===== src/rtl/rhwf_pkg.sv =====
// shared types, codes and sizes of the wall follower unit
// no dependencies; used by every rtl file but the macros header
`timescale 1ns / 1ps

package rhwf_pkg;

    // maze store geometry
    localparam int MAX_SIDE = 16;
    localparam int COORD_W  = 4;
    localparam int SIDE_W   = COORD_W + 1;
    localparam int ADDR_W   = 2 * COORD_W;
    localparam int CELLS    = MAX_SIDE * MAX_SIDE;

    // input opcodes
    localparam logic [1:0] OP_WRITE   = 2'd0;
    localparam logic [1:0] OP_RESTART = 2'd1;
    localparam logic [1:0] OP_STEP    = 2'd2;

    // output commands
    localparam logic [1:0] CMD_FWD    = 2'd0;
    localparam logic [1:0] CMD_RIGHT  = 2'd1;
    localparam logic [1:0] CMD_LEFT   = 2'd2;
    localparam logic [1:0] CMD_SOLVED = 2'd3;

    // headings
    localparam logic [1:0] DIR_E = 2'd0;
    localparam logic [1:0] DIR_S = 2'd1;
    localparam logic [1:0] DIR_W = 2'd2;
    localparam logic [1:0] DIR_N = 2'd3;

    // cell read slots of one step
    localparam logic [2:0] SEL_OWN   = 3'd0;
    localparam logic [2:0] SEL_EAST  = 3'd1;
    localparam logic [2:0] SEL_SOUTH = 3'd2;
    localparam logic [2:0] SEL_WEST  = 3'd3;
    localparam logic [2:0] SEL_NORTH = 3'd4;

    // side reset value and limits
    localparam logic [SIDE_W-1:0] SIDE_RESET = SIDE_W'(8);
    localparam logic [SIDE_W-1:0] SIDE_MIN   = SIDE_W'(2);
    localparam logic [SIDE_W-1:0] SIDE_MAX   = SIDE_W'(MAX_SIDE);

    typedef struct packed {
        logic [1:0]         opcode;
        logic [COORD_W-1:0] cell_x;
        logic [COORD_W-1:0] cell_y;
        logic               n_wall;
        logic               e_wall;
        logic               s_wall;
        logic               w_wall;
    } in_item_t;

    typedef struct packed {
        logic [1:0]         command;
        logic [COORD_W-1:0] pos_x;
        logic [COORD_W-1:0] pos_y;
        logic [1:0]         facing;
        logic               last;
    } out_item_t;

    // controller to datapath
    typedef struct packed {
        logic       wr_en;
        logic       restart;
        logic       terminal;
        logic       rd_en;
        logic [2:0] rd_sel;
        logic       decide;
        logic       emit;
        logic [1:0] emit_idx;
        logic       emit_last;
    } dp_cmd_t;

    // datapath to controller
    typedef struct packed {
        logic       solved;
        logic       at_goal;
        logic [1:0] n_cmds;
    } dp_status_t;

endpackage


===== src/rtl/rhwf_ctrl.sv =====
// controller state machine of the wall follower unit
// depends on rhwf_pkg; drives rhwf_datapath through dp_cmd_t
`timescale 1ns / 1ps

module rhwf_ctrl (
    input  logic                  clk,
    input  logic                  rst_n,
    input  logic                  start,
    input  logic [1:0]            opcode,
    input  rhwf_pkg::dp_status_t  status,
    output rhwf_pkg::dp_cmd_t     cmd,
    output logic                  busy,
    output logic                  result_strobe
);

    typedef enum logic [2:0] {
        S_IDLE,
        S_READ,
        S_SETTLE,
        S_DECIDE,
        S_EMIT
    } state_t;

    state_t     state_reg, state_next;
    logic [2:0] rd_cnt_reg, rd_cnt_next;
    logic [1:0] idx_reg, idx_next;
    logic       strobe_reg, strobe_next;

    // next state and datapath commands
    always_comb
    begin
        state_next  = state_reg;
        rd_cnt_next = rd_cnt_reg;
        idx_next    = idx_reg;
        cmd         = '0;
        case (state_reg)
            S_IDLE:
            begin
                if (start)
                begin
                    case (opcode)
                        rhwf_pkg::OP_WRITE:
                        begin
                            cmd.wr_en = 1'b1;
                        end
                        rhwf_pkg::OP_RESTART:
                        begin
                            cmd.restart = 1'b1;
                            idx_next    = 2'd0;
                            state_next  = S_EMIT;
                        end
                        rhwf_pkg::OP_STEP:
                        begin
                            if (status.solved || status.at_goal)
                            begin
                                cmd.terminal = 1'b1;
                                idx_next     = 2'd0;
                                state_next   = S_EMIT;
                            end
                            else
                            begin
                                rd_cnt_next = rhwf_pkg::SEL_OWN;
                                state_next  = S_READ;
                            end
                        end
                        default:
                        begin
                        end
                    endcase
                end
            end
            S_READ:
            begin
                cmd.rd_en  = 1'b1;
                cmd.rd_sel = rd_cnt_reg;
                if (rd_cnt_reg == rhwf_pkg::SEL_NORTH)
                begin
                    state_next = S_SETTLE;
                end
                else
                begin
                    rd_cnt_next = rd_cnt_reg + 3'd1;
                end
            end
            S_SETTLE:
            begin
                state_next = S_DECIDE;
            end
            S_DECIDE:
            begin
                cmd.decide = 1'b1;
                idx_next   = 2'd0;
                state_next = S_EMIT;
            end
            S_EMIT:
            begin
                cmd.emit      = 1'b1;
                cmd.emit_idx  = idx_reg;
                cmd.emit_last = ((idx_reg + 2'd1) == status.n_cmds);
                if (cmd.emit_last)
                begin
                    state_next = S_IDLE;
                end
                else
                begin
                    idx_next = idx_reg + 2'd1;
                end
            end
            default:
            begin
                state_next = S_IDLE;
            end
        endcase
        strobe_next = cmd.emit;
    end

    // state and registered strobe
    always_ff @(posedge clk or negedge rst_n)
    begin
        if (!rst_n)
        begin
            state_reg  <= S_IDLE;
            rd_cnt_reg <= rhwf_pkg::SEL_OWN;
            idx_reg    <= 2'd0;
            strobe_reg <= 1'b0;
        end
        else
        begin
            state_reg  <= state_next;
            rd_cnt_reg <= rd_cnt_next;
            idx_reg    <= idx_next;
            strobe_reg <= strobe_next;
        end
    end

    assign busy          = (state_reg != S_IDLE);
    assign result_strobe = strobe_reg;

endmodule


===== src/rtl/rhwf_datapath.sv =====
// datapath of the wall follower unit: cell store, walker state, command list
// depends on rhwf_pkg; commanded by rhwf_ctrl
`timescale 1ns / 1ps

module rhwf_datapath (
    input  logic                          clk,
    input  logic                          rst_n,
    input  rhwf_pkg::in_item_t            item,
    input  logic                          cfg_valid,
    output logic                          cfg_ready,
    input  logic [rhwf_pkg::SIDE_W-1:0]   cfg_data,
    input  rhwf_pkg::dp_cmd_t             cmd,
    output rhwf_pkg::dp_status_t          status,
    output rhwf_pkg::out_item_t           result
);

    localparam int CW = rhwf_pkg::COORD_W;
    localparam int SW = rhwf_pkg::SIDE_W;

    // cell store: bit0 north, bit1 east, bit2 south, bit3 west
    logic [3:0] mem [rhwf_pkg::CELLS];
    logic [3:0] rd_data_reg;
    logic [rhwf_pkg::ADDR_W-1:0] rd_addr;

    logic [SW-1:0] maze_side_reg;
    logic [CW-1:0] x_reg, x_next;
    logic [CW-1:0] y_reg, y_next;
    logic [1:0]    h_reg, h_next;
    logic          solved_reg;
    logic          cap_en_reg;
    logic [2:0]    cap_sel_reg;
    logic [3:0]    blk_reg;
    logic [2:0][1:0] cmds_reg, cmds_next;
    logic [1:0]    n_cmds_reg, n_cmds_next;
    logic          load_cmds;
    rhwf_pkg::out_item_t res_reg;

    logic [SW-1:0] side, lim;
    logic          inr_e, inr_s, inr_w, inr_n;
    logic [1:0]    right_dir, left_dir;
    logic [SW-1:0] x_mv, y_mv;

    assign cfg_ready = 1'b1;

    // clamped side and goal test
    always_comb
    begin
        side = maze_side_reg;
        if (maze_side_reg < rhwf_pkg::SIDE_MIN)
        begin
            side = rhwf_pkg::SIDE_MIN;
        end
        else if (maze_side_reg > rhwf_pkg::SIDE_MAX)
        begin
            side = rhwf_pkg::SIDE_MAX;
        end
        lim = side - SW'(1);
    end

    assign status.solved  = solved_reg;
    assign status.at_goal = ({1'b0, x_reg} == lim) && ({1'b0, y_reg} == lim);
    assign status.n_cmds  = n_cmds_reg;

    // neighbours inside the grid
    assign inr_e = (({1'b0, x_reg} + SW'(1)) < side);
    assign inr_s = (({1'b0, y_reg} + SW'(1)) < side);
    assign inr_w = (x_reg != '0);
    assign inr_n = (y_reg != '0);

    // read address of the current slot
    always_comb
    begin
        case (cmd.rd_sel)
            rhwf_pkg::SEL_EAST:  rd_addr = {y_reg, x_reg + CW'(1)};
            rhwf_pkg::SEL_SOUTH: rd_addr = {y_reg + CW'(1), x_reg};
            rhwf_pkg::SEL_WEST:  rd_addr = {y_reg, x_reg - CW'(1)};
            rhwf_pkg::SEL_NORTH: rd_addr = {y_reg - CW'(1), x_reg};
            default:             rd_addr = {y_reg, x_reg};
        endcase
    end

    // cell store write and registered read
    always_ff @(posedge clk)
    begin
        if (cmd.wr_en)
        begin
            mem[{item.cell_y, item.cell_x}] <= {item.w_wall, item.s_wall,
                                                item.e_wall, item.n_wall};
        end
        if (cmd.rd_en)
        begin
            rd_data_reg <= mem[rd_addr];
        end
    end

    // merge read data into blocked flags, indexed by heading
    always_ff @(posedge clk)
    begin
        if (cap_en_reg)
        begin
            case (cap_sel_reg)
                rhwf_pkg::SEL_OWN:
                    blk_reg <= {rd_data_reg[0], rd_data_reg[3:1]};
                rhwf_pkg::SEL_EAST:
                    blk_reg[rhwf_pkg::DIR_E] <= blk_reg[rhwf_pkg::DIR_E] |
                                                (inr_e & rd_data_reg[3]);
                rhwf_pkg::SEL_SOUTH:
                    blk_reg[rhwf_pkg::DIR_S] <= blk_reg[rhwf_pkg::DIR_S] |
                                                (inr_s & rd_data_reg[0]);
                rhwf_pkg::SEL_WEST:
                    blk_reg[rhwf_pkg::DIR_W] <= blk_reg[rhwf_pkg::DIR_W] |
                                                (inr_w & rd_data_reg[1]);
                rhwf_pkg::SEL_NORTH:
                    blk_reg[rhwf_pkg::DIR_N] <= blk_reg[rhwf_pkg::DIR_N] |
                                                (inr_n & rd_data_reg[2]);
                default:
                begin
                end
            endcase
        end
    end

    // turn choice, command list and move
    always_comb
    begin
        right_dir   = h_reg + 2'd1;
        left_dir    = h_reg + 2'd3;
        h_next      = h_reg;
        cmds_next   = cmds_reg;
        n_cmds_next = n_cmds_reg;
        load_cmds   = 1'b0;
        x_mv        = {1'b0, x_reg};
        y_mv        = {1'b0, y_reg};
        x_next      = x_reg;
        y_next      = y_reg;
        if (cmd.restart)
        begin
            load_cmds    = 1'b1;
            cmds_next[0] = rhwf_pkg::CMD_FWD;
            n_cmds_next  = 2'd1;
            h_next       = rhwf_pkg::DIR_E;
            x_next       = '0;
            y_next       = '0;
        end
        else if (cmd.terminal)
        begin
            load_cmds = 1'b1;
            if (solved_reg)
            begin
                cmds_next[0] = rhwf_pkg::CMD_SOLVED;
                n_cmds_next  = 2'd1;
            end
            else if (h_reg == rhwf_pkg::DIR_E)
            begin
                cmds_next[0] = rhwf_pkg::CMD_FWD;
                cmds_next[1] = rhwf_pkg::CMD_SOLVED;
                n_cmds_next  = 2'd2;
            end
            else
            begin
                cmds_next[0] = rhwf_pkg::CMD_LEFT;
                cmds_next[1] = rhwf_pkg::CMD_FWD;
                cmds_next[2] = rhwf_pkg::CMD_SOLVED;
                n_cmds_next  = 2'd3;
            end
        end
        else if (cmd.decide)
        begin
            load_cmds = 1'b1;
            if (!blk_reg[right_dir])
            begin
                cmds_next[0] = rhwf_pkg::CMD_RIGHT;
                cmds_next[1] = rhwf_pkg::CMD_FWD;
                n_cmds_next  = 2'd2;
                h_next       = right_dir;
            end
            else if (!blk_reg[h_reg])
            begin
                cmds_next[0] = rhwf_pkg::CMD_FWD;
                n_cmds_next  = 2'd1;
            end
            else if (!blk_reg[left_dir])
            begin
                cmds_next[0] = rhwf_pkg::CMD_LEFT;
                cmds_next[1] = rhwf_pkg::CMD_FWD;
                n_cmds_next  = 2'd2;
                h_next       = left_dir;
            end
            else
            begin
                // dead end: turn around and move back, even into a wall
                cmds_next[0] = rhwf_pkg::CMD_RIGHT;
                cmds_next[1] = rhwf_pkg::CMD_RIGHT;
                cmds_next[2] = rhwf_pkg::CMD_FWD;
                n_cmds_next  = 2'd3;
                h_next       = h_reg + 2'd2;
            end
            case (h_next)
                rhwf_pkg::DIR_E: x_mv = {1'b0, x_reg} + SW'(1);
                rhwf_pkg::DIR_S: y_mv = {1'b0, y_reg} + SW'(1);
                rhwf_pkg::DIR_W: x_mv = inr_w ? ({1'b0, x_reg} - SW'(1)) : {1'b0, x_reg};
                default:         y_mv = inr_n ? ({1'b0, y_reg} - SW'(1)) : {1'b0, y_reg};
            endcase
            // clamp both coordinates to the grid
            if (x_mv > lim)
            begin
                x_mv = lim;
            end
            if (y_mv > lim)
            begin
                y_mv = lim;
            end
            x_next = x_mv[CW-1:0];
            y_next = y_mv[CW-1:0];
        end
    end

    // walker state, side register and capture control
    always_ff @(posedge clk or negedge rst_n)
    begin
        if (!rst_n)
        begin
            maze_side_reg <= rhwf_pkg::SIDE_RESET;
            x_reg         <= '0;
            y_reg         <= '0;
            h_reg         <= rhwf_pkg::DIR_E;
            solved_reg    <= 1'b0;
            n_cmds_reg    <= 2'd1;
            cap_en_reg    <= 1'b0;
            cap_sel_reg   <= rhwf_pkg::SEL_OWN;
        end
        else
        begin
            if (cfg_valid && cfg_ready)
            begin
                maze_side_reg <= cfg_data;
            end
            x_reg      <= x_next;
            y_reg      <= y_next;
            h_reg      <= h_next;
            n_cmds_reg <= n_cmds_next;
            if (cmd.restart)
            begin
                solved_reg <= 1'b0;
            end
            else if (cmd.terminal)
            begin
                solved_reg <= 1'b1;
            end
            cap_en_reg  <= cmd.rd_en;
            cap_sel_reg <= cmd.rd_sel;
        end
    end

    // command list and result register
    always_ff @(posedge clk)
    begin
        if (load_cmds)
        begin
            cmds_reg <= cmds_next;
        end
        if (cmd.emit)
        begin
            res_reg.command <= cmds_reg[cmd.emit_idx];
            res_reg.pos_x   <= x_reg;
            res_reg.pos_y   <= y_reg;
            res_reg.facing  <= h_reg;
            res_reg.last    <= cmd.emit_last;
        end
    end

    assign result = res_reg;

endmodule


===== src/rtl/right_hand_wall_follower_unit.sv =====
// Right-hand wall follower for a square grid maze of up to 16 by 16 cells.
// Input channel: an item is taken when start is high and busy is low. Opcode
// write stores the four wall bits of one cell, restart puts the walker at
// (0,0) facing east, step moves the walker one cell by the right-hand rule.
// Write items leave busy low; the host writes every cell
// before the first step.
// Result channel: result_strobe marks each result for one cycle; one to three
// results per restart or step, in consecutive cycles, last set on the final
// one. The receiver cannot stall, so nothing is ever held back.
// Config channel: cfg_data sets the side length (reset 8); cfg_ready is
// always high; write only while busy is low.
// Sequence: a normal step reads its own cell and four neighbours from the
// cell store, one per cycle, then passes a settle state and decides; busy
// stays high until its emit state ends, and the results follow. A restart,
// a step at the goal or a step after solving skips the reads and goes
// straight to its emit state.
// Reset clears the walker to (0,0) east, unsolved; the cell store keeps its
// contents and needs no clearing.
`timescale 1ns / 1ps

module right_hand_wall_follower_unit (
    input  logic                          clk,
    input  logic                          rst_n,
    input  logic                          start,
    output logic                          busy,
    input  rhwf_pkg::in_item_t            item,
    output logic                          result_strobe,
    output rhwf_pkg::out_item_t           result,
    input  logic                          cfg_valid,
    output logic                          cfg_ready,
    input  logic [rhwf_pkg::SIDE_W-1:0]   cfg_data
);

    rhwf_pkg::dp_cmd_t    cmd;
    rhwf_pkg::dp_status_t status;

    // sequencing of each item
    rhwf_ctrl u_ctrl (
        .clk           (clk),
        .rst_n         (rst_n),
        .start         (start),
        .opcode        (item.opcode),
        .status        (status),
        .cmd           (cmd),
        .busy          (busy),
        .result_strobe (result_strobe)
    );

    // cell store and walker
    rhwf_datapath u_dp (
        .clk       (clk),
        .rst_n     (rst_n),
        .item      (item),
        .cfg_valid (cfg_valid),
        .cfg_ready (cfg_ready),
        .cfg_data  (cfg_data),
        .cmd       (cmd),
        .status    (status),
        .result    (result)
    );

endmodule


===== config.mk =====
export PLATFORM = sky130hd
export DESIGN_NAME = right_hand_wall_follower_unit
export DESIGN_NICKNAME = d
export VERILOG_FILES = /design/src/rtl/rhwf_pkg.sv /design/src/rtl/rhwf_ctrl.sv /design/src/rtl/rhwf_datapath.sv /design/src/rtl/right_hand_wall_follower_unit.sv
export SDC_FILE = /design/constraint.sdc
export NUM_CORES = 1
export LEC_CHECK = 0
export BUFFER_PORTS_ARGS = -buffer_cell sky130_fd_sc_hd__clkbuf_2
export CAP_MARGIN = 20
export CORE_ASPECT_RATIO = 2
export CORE_UTILIZATION = 50
export DETAILED_ROUTE_END_ITERATION = 8
export PLACE_DENSITY = 0.7
export SETUP_SLACK_MARGIN = 0.5
export SYNTH_ARGS = -nofsm -noshare
export SYNTH_HDL_FRONTEND = slang
export SYNTH_SLANG_ARGS = --single-unit

===== constraint.sdc =====
create_clock -name clk -period 5.6 [get_ports clk]
set_input_delay 0.28 -clock clk [delete_from_list [all_inputs] [get_ports clk]]
set_output_delay 0.28 -clock clk [all_outputs]
set_load 0.1 [all_outputs]

# [Word-level counts from Yosys, hierarchy flattened]
# Memories as Yosys holds them, arrays and structs flattened. A register that Yosys moved wholly into a read port is not among the register bits.
# Cells that the tools add are included.
[op_classes] addsub=14 order_cmp=10 n_eq_ne=33 mux=94 n_bitwise=9 reduce_logical=35
[ops] operator="$mux W4" count=14
[ops] operator="$mux W5" count=10
[ops] operator="$mux W2" count=24
[ops] operator="$mux W3" count=11
[ops] operator="$pmux W8 S4" count=1
[ops] operator="$reduce_bool A2 Y1" count=11
[ops] operator="$pmux W5 S2" count=2
[ops] operator="$eq A3 B2 Y1 const B" count=6
[ops] operator="$mux W1" count=17
[ops] operator="$pmux W3 S5" count=1
[ops] operator="$reduce_and A5 Y1" count=3
[ops] operator="$ne A2 B2 Y1 const B" count=7
[ops] operator="$eq A3 B3 Y1 const B" count=4
[ops] operator="$lt A2 B3 Y1 const B" count=4
[ops] operator="$mux W6" count=2
[ops] operator="$pmux W3 S2" count=2
[ops] operator="$reduce_and A2 Y1" count=6
[ops] operator="$add A4 B1 Y5 const B" count=2
[ops] operator="$eq A4 B5 Y1" count=2
[ops] operator="$gt A5 B5 Y1" count=2
[ops] operator="$lt A5 B5 Y1" count=2
[ops] operator="$sub A4 B1 Y5 const B" count=2
[ops] operator="$eq A3 B1 Y1 const B" count=3
[ops] operator="$reduce_bool A3 Y1" count=3
[ops] operator="30 further kinds" count=54
[totals] regBits=54 ramBits=1024 output_inout_bits=16 elab_cells=220 memories=1
[mem_list] memory="u_dp.mem" depth=256 word_bits=4 read_ports=1 rd_clocked_by_memory_dff=1 write_ports=1 line_no="rhwf_datapath.sv:21" text="logic [3:0] mem [rhwf_pkg::CELLS];"

# [Depth between registers and ports, before layout]
[logic_depth] ltp_word=24 depth_mapped=25 mapped_depth_nobuf=18

# [Cells and area by module]
# A second synthesis with hierarchy kept.
[hier_totals] hier_cells=2464 area_unflattened_um2=44980.6
[modules_own_cells] mod="rhwf_datapath" n_inst=1 cells_per_inst=2396 area_per_inst_um2=44376.3 seq_area_each_um2=32083.3
[modules_own_cells] mod="rhwf_ctrl" n_inst=1 cells_per_inst=68 area_per_inst_um2=604.3 seq_area_each_um2=225.2

# [Worst setup path after synthesis]
# Ideal clock, no wire load.
[synth_path] path_type="reg2reg" from="register u_ctrl.state_reg[2]" to="register u_dp.rd_data_reg[1] (read register of u_dp.mem), data pin" setup_time_ps=256 t_arrival_ps=4733 required_ps=5344 slack_ps=611 stages_incl_launch_ff=23 path_cell_list="dfrtp_1 > buf_2 > or3b_1 > buf_6 > nor2_8 > buf_2 > clkbuf_1 > clkbuf_1 > nand2_1 > inv_1 > ha_1 > buf_2 > xnor2_1 > buf_2 > nand4_4 > buf_2 > buf_2 > o22ai_1 > nor4_1 > a221oi_1 > o22ai_1 > or4_1 > and4_1"
[synth_between] elab_chain_cells=4 elab_cells_between_ends=7 cone_classes="eq/ne: 5; mux: 2"
[synth_lines] item="start: declaration" line_no="rhwf_ctrl.sv:24" text="state_t state_reg, state_next;"
[synth_lines] item="start signal: assignment" line_no="rhwf_ctrl.sv:129" text="state_reg <= state_next;"
[synth_lines] item="$eq A3 B1 Y1 (*)" line_no="rhwf_ctrl.sv:36" text="case (state_reg)"
[synth_lines] item="$mux W4 (*)" line_no="rhwf_ctrl.sv:36"
[synth_lines] item="$eq A3 B3 Y1, or another cell as far along" line_no="rhwf_datapath.sv:73" text="case (cmd.rd_sel)"
[synth_lines] item="$pmux W8 S4" line_no="rhwf_datapath.sv:73"
[synth_lines] item="end: declaration" line_no="rhwf_datapath.sv:22" text="logic [3:0] rd_data_reg;"
# Every way passes the cells marked *; elsewhere a longest branch is shown, timed or not.
# A chain may end at the register's enable or synchronous reset.

# [Final worst setup path]
[layout_path] from="register u_ctrl.state_reg[2]" to="register u_dp.rd_data_reg[3] (read register of u_dp.mem), data pin"
# The elaborated chain is that of the path after synthesis.

==> run summary <==
Clock Latency Late Sink -> 0.70 ns
Wirelength per Cell -> 32.89 um
max-slew violations -> 0
Clk network pwr share -> 0.239
critical path endpoint category -> flop
Required @ worst endpoint -> 6.18 ns
port bufs -> 37
Vias -> 35.31k
die width -> 222.3 um
Cell Pwr Density -> 512.3 nW/um^2
setup slack, reg-to-reg -> 0.40 ns
max FFs per register -> 1024
Die Y -> 442.5 um
first-pass GRT wire length -> 230500 um
Syn Nets -> 3649
switching power -> 10960 uW
Post-synth top cells -> edfxtp_1, o22ai_1, nor2_1
ys async rst share -> 0.02868
detailed placement HPWL -> 96970 um
Synth Area in Adders -> 0.01037
Max Clock Skew -> 0.02938 ns
Fmax achieved -> 192.4 MHz
Synth Cell Area -> 48510 sq um
Root Buffer -> clkbuf_16
Worst-path clk slew -> 0.08 ns
DIE AREA -> 98350 sq um
Detailed Route WL -> 160000 um
Yosys top cell by area -> edfxtp_1
Layout Nets -> 3626
GRT Total Usage -> 0.3227
Area growth, synth to finish -> 10.34%
initial drt markers -> 4839
RSZ-0062 raised after global routing -> true
Slew HR -> 0.2348
Int Power -> 16460 uW
cts bufs inserted -> 91
Comb pwr share -> 0.422
# fillers -> 7607
post-DR vias/cell -> 7.258
top cell type's share of synthesized area -> 0.6499
drt first pass iters -> 6
Pwr Total -> 27420 uW
Max IR drop VDD -> 0.0004944 V
Post-Synth Simple-Gate Area -> 0.08880
residual DRC count -> 0
Sequential Power Share -> 0.339
compound-cell area share of the yosys netlist -> 0.1471
initial core utilization -> 0.5038
Final Setup Violations -> 0
CTS tree -> done
Slew @ Worst Pin -> 1.138 ns
row cnt -> 161
layout cells sized above 1 -> 0.1264
Max Buffers Root-to-Sink -> 3
Hold Fails Final Rpt -> 0
mux share of post-synthesis cell area -> 0.05163
Top reg by flops -> u_dp.mem
period utilization -> 0.9282
Sw Ratio -> 0.3998
area of the multi-input gates -> 14950 sq um
Mapped Cells -> 3587
Post-DRT Antenna Nets -> 0
P_leak -> 0.01659 uW
number of flops mapped to enable cells by yosys -> 1050
IO Pins -> 39
CP arrival -> 5.78 ns
number of global-route vias before repair -> 34.92k
sequential cell area -> 32320 sq um
post-synth cell types -> 100
Core ar. -> 96290 sq um
cell with the most instances after synthesis -> edfxtp_1
Sink Count -> 1081
largest cells by area after synthesis -> edfxtp_1, o22ai_1, nor2_1
Critical Path Fanout Max -> 45
initial antenna violation count -> 3
Seq cells post-synth -> 1081
xor and xnor area share after synthesis -> 0.003765
gpl congestion -> 0.9887
largest net degree at the start of global routing -> 197
gr ovfl total -> 0
Post-synth top flop -> edfxtp_1
Avg Synthesized Cell Area -> 13.52 sq um
MaxCap Viol Count -> 0
largest family of logic cells by synthesized area -> compound AO/OA/AOI/OAI gates
H-tree Lvls -> 3
worst min-delay path category -> in2reg
sequential area share after synthesis -> 0.6660
outcome -> complete, no violations
min Tclk post-route -> 5.198 ns
yosys warns -> 0
CP Launch Type -> flop
critical path class -> reg2reg
setup TNS -> 0 ns
[what timing repair did]
item,in CTS,in global routing
cloned,0,1
endpoints found under the hold margin,34,0
endpoints found under the setup margin,4,4
setup buffers,4,2
hold buffers,12,0
gates resized for setup,7,21
[cell type report]
type / instances / area share
Tap cell: 1222 / 0.02856
Clock buffer: 107 / 0.04446
Timing Repair Buffer: 172 / 0.02968
Clock inverter: 61 / 0.01197
Sequential cell: 1081 / 0.6037
Multi-Input combinational cell: 2189 / 0.2792
Inverter: 29 / 0.002267
Antenna cell: 4 / 0.0001870
[layer usage]
layer / vias up / GRT usage / wire length, um
met5: - / 0 / 50
met4: 4 / 0.2706 / 15580
met3: 791 / 0.07607 / 17370
met2: 2651 / 0.5333 / 77610
met1: 17301 / 0.3506 / 49410
li1: 14561 / - / -
[final timing paths]
| path | startpoint | cells after the start | to |
|---|---|---|---|
| worst max-delay path | u_ctrl.state_reg[2] | 15 | u_dp.rd_data_reg[3] |
| max in group asynchronous | rst_n | 2 | u_dp.x_reg[2] |
| worst min-delay path | item[2] | 1 | u_dp.mem[208][1] |
| worst min register to register | u_dp.n_cmds_reg[1] | 2 | u_dp.n_cmds_reg[1] |
| min in group asynchronous | rst_n | 2 | u_dp.cap_sel_reg[1] |
| worst max register to register | u_ctrl.state_reg[2] | 15 | u_dp.rd_data_reg[3] |
[layout by cell type, fill, tap and decap left out, types with 21 or more instances in the layout]
cell          n
mux4_2       49
edfxtp_1   1050
nand3_1      50
buf_12       21
nor3_1       48
o221ai_1     48
clkbuf_16    95
a22oi_1      37
o21ai_0      77
mux2_2       41
mux2i_1      86
a21oi_1      77
nor2_1      360
a31oi_1      27
dfrtp_1      27
nor4_1      115
ha_1         37
buf_4        96
or4_1        31
o22ai_1     567
clkbuf_2     33
a211oi_1     21
a221oi_1     22
nor2b_1      25
o22a_1       23
nand2_1     168
inv_1        24
[cell families after synthesis]
family                   Yosys count
AO/OA/AOI/OAI                   1055
XOR/XNOR                          20
adder cells (fa/ha/maj)           39
buffers and inverters            317
flip-flops                      1081
multiplexers                     179
other                              1
AND/OR/NAND/NOR                  895
[metrics by stage]
| stage | area, sq um | hold WS [ns] | worst slack (ns) | cells | utilization |
|---|---|---|---|---|---|
| 2_1_floorplan | 48510 | -0.01559 | 0.6110 | 3587 | - |
| 3_3_place_gp | 50110 | 0.4355 | 0.1121 | 4672 | 0.5204 |
| 3_5_place_dp | 50120 | 0.4524 | 0.09482 | 4673 | 0.5205 |
| 4_1_cts | 53320 | 0.0004752 | 0.4271 | 4857 | 0.5537 |
| 5_1_grt | 53520 | 0.05548 | 0.4222 | 4861 | 0.5558 |
| 6_report | 53530 | 0.03553 | 0.4019 | 4865 | 0.5559 |
[power groups by stage]
stage	logic [uW]	registers (uW)	clock network, uW
finish	11600	9290	6560
global route	11900	9300	6840
CTS	11000	9270	6570
detailed placement	10900	9450	0
global placement	10800	9440	0
floorplan	6830	9430	0
[worst max-delay path, stage by stage (launching register included)]
cell	delay, ns
dfrtp_1	0.47
or3b_1	0.50
nor2_8	0.14
nand2_1	0.09
fa_1	0.56
xor2_4	0.29
nand4_4	0.18
clkbuf_8	0.36
buf_4	0.37
o22ai_1	0.12
nor4_1	0.52
a22oi_1	0.27
a31oi_2	0.42
nor4_1	0.12
a22oi_2	0.38
o311a_1	0.23
No activity file was read; power rests on OpenSTA's default activity.
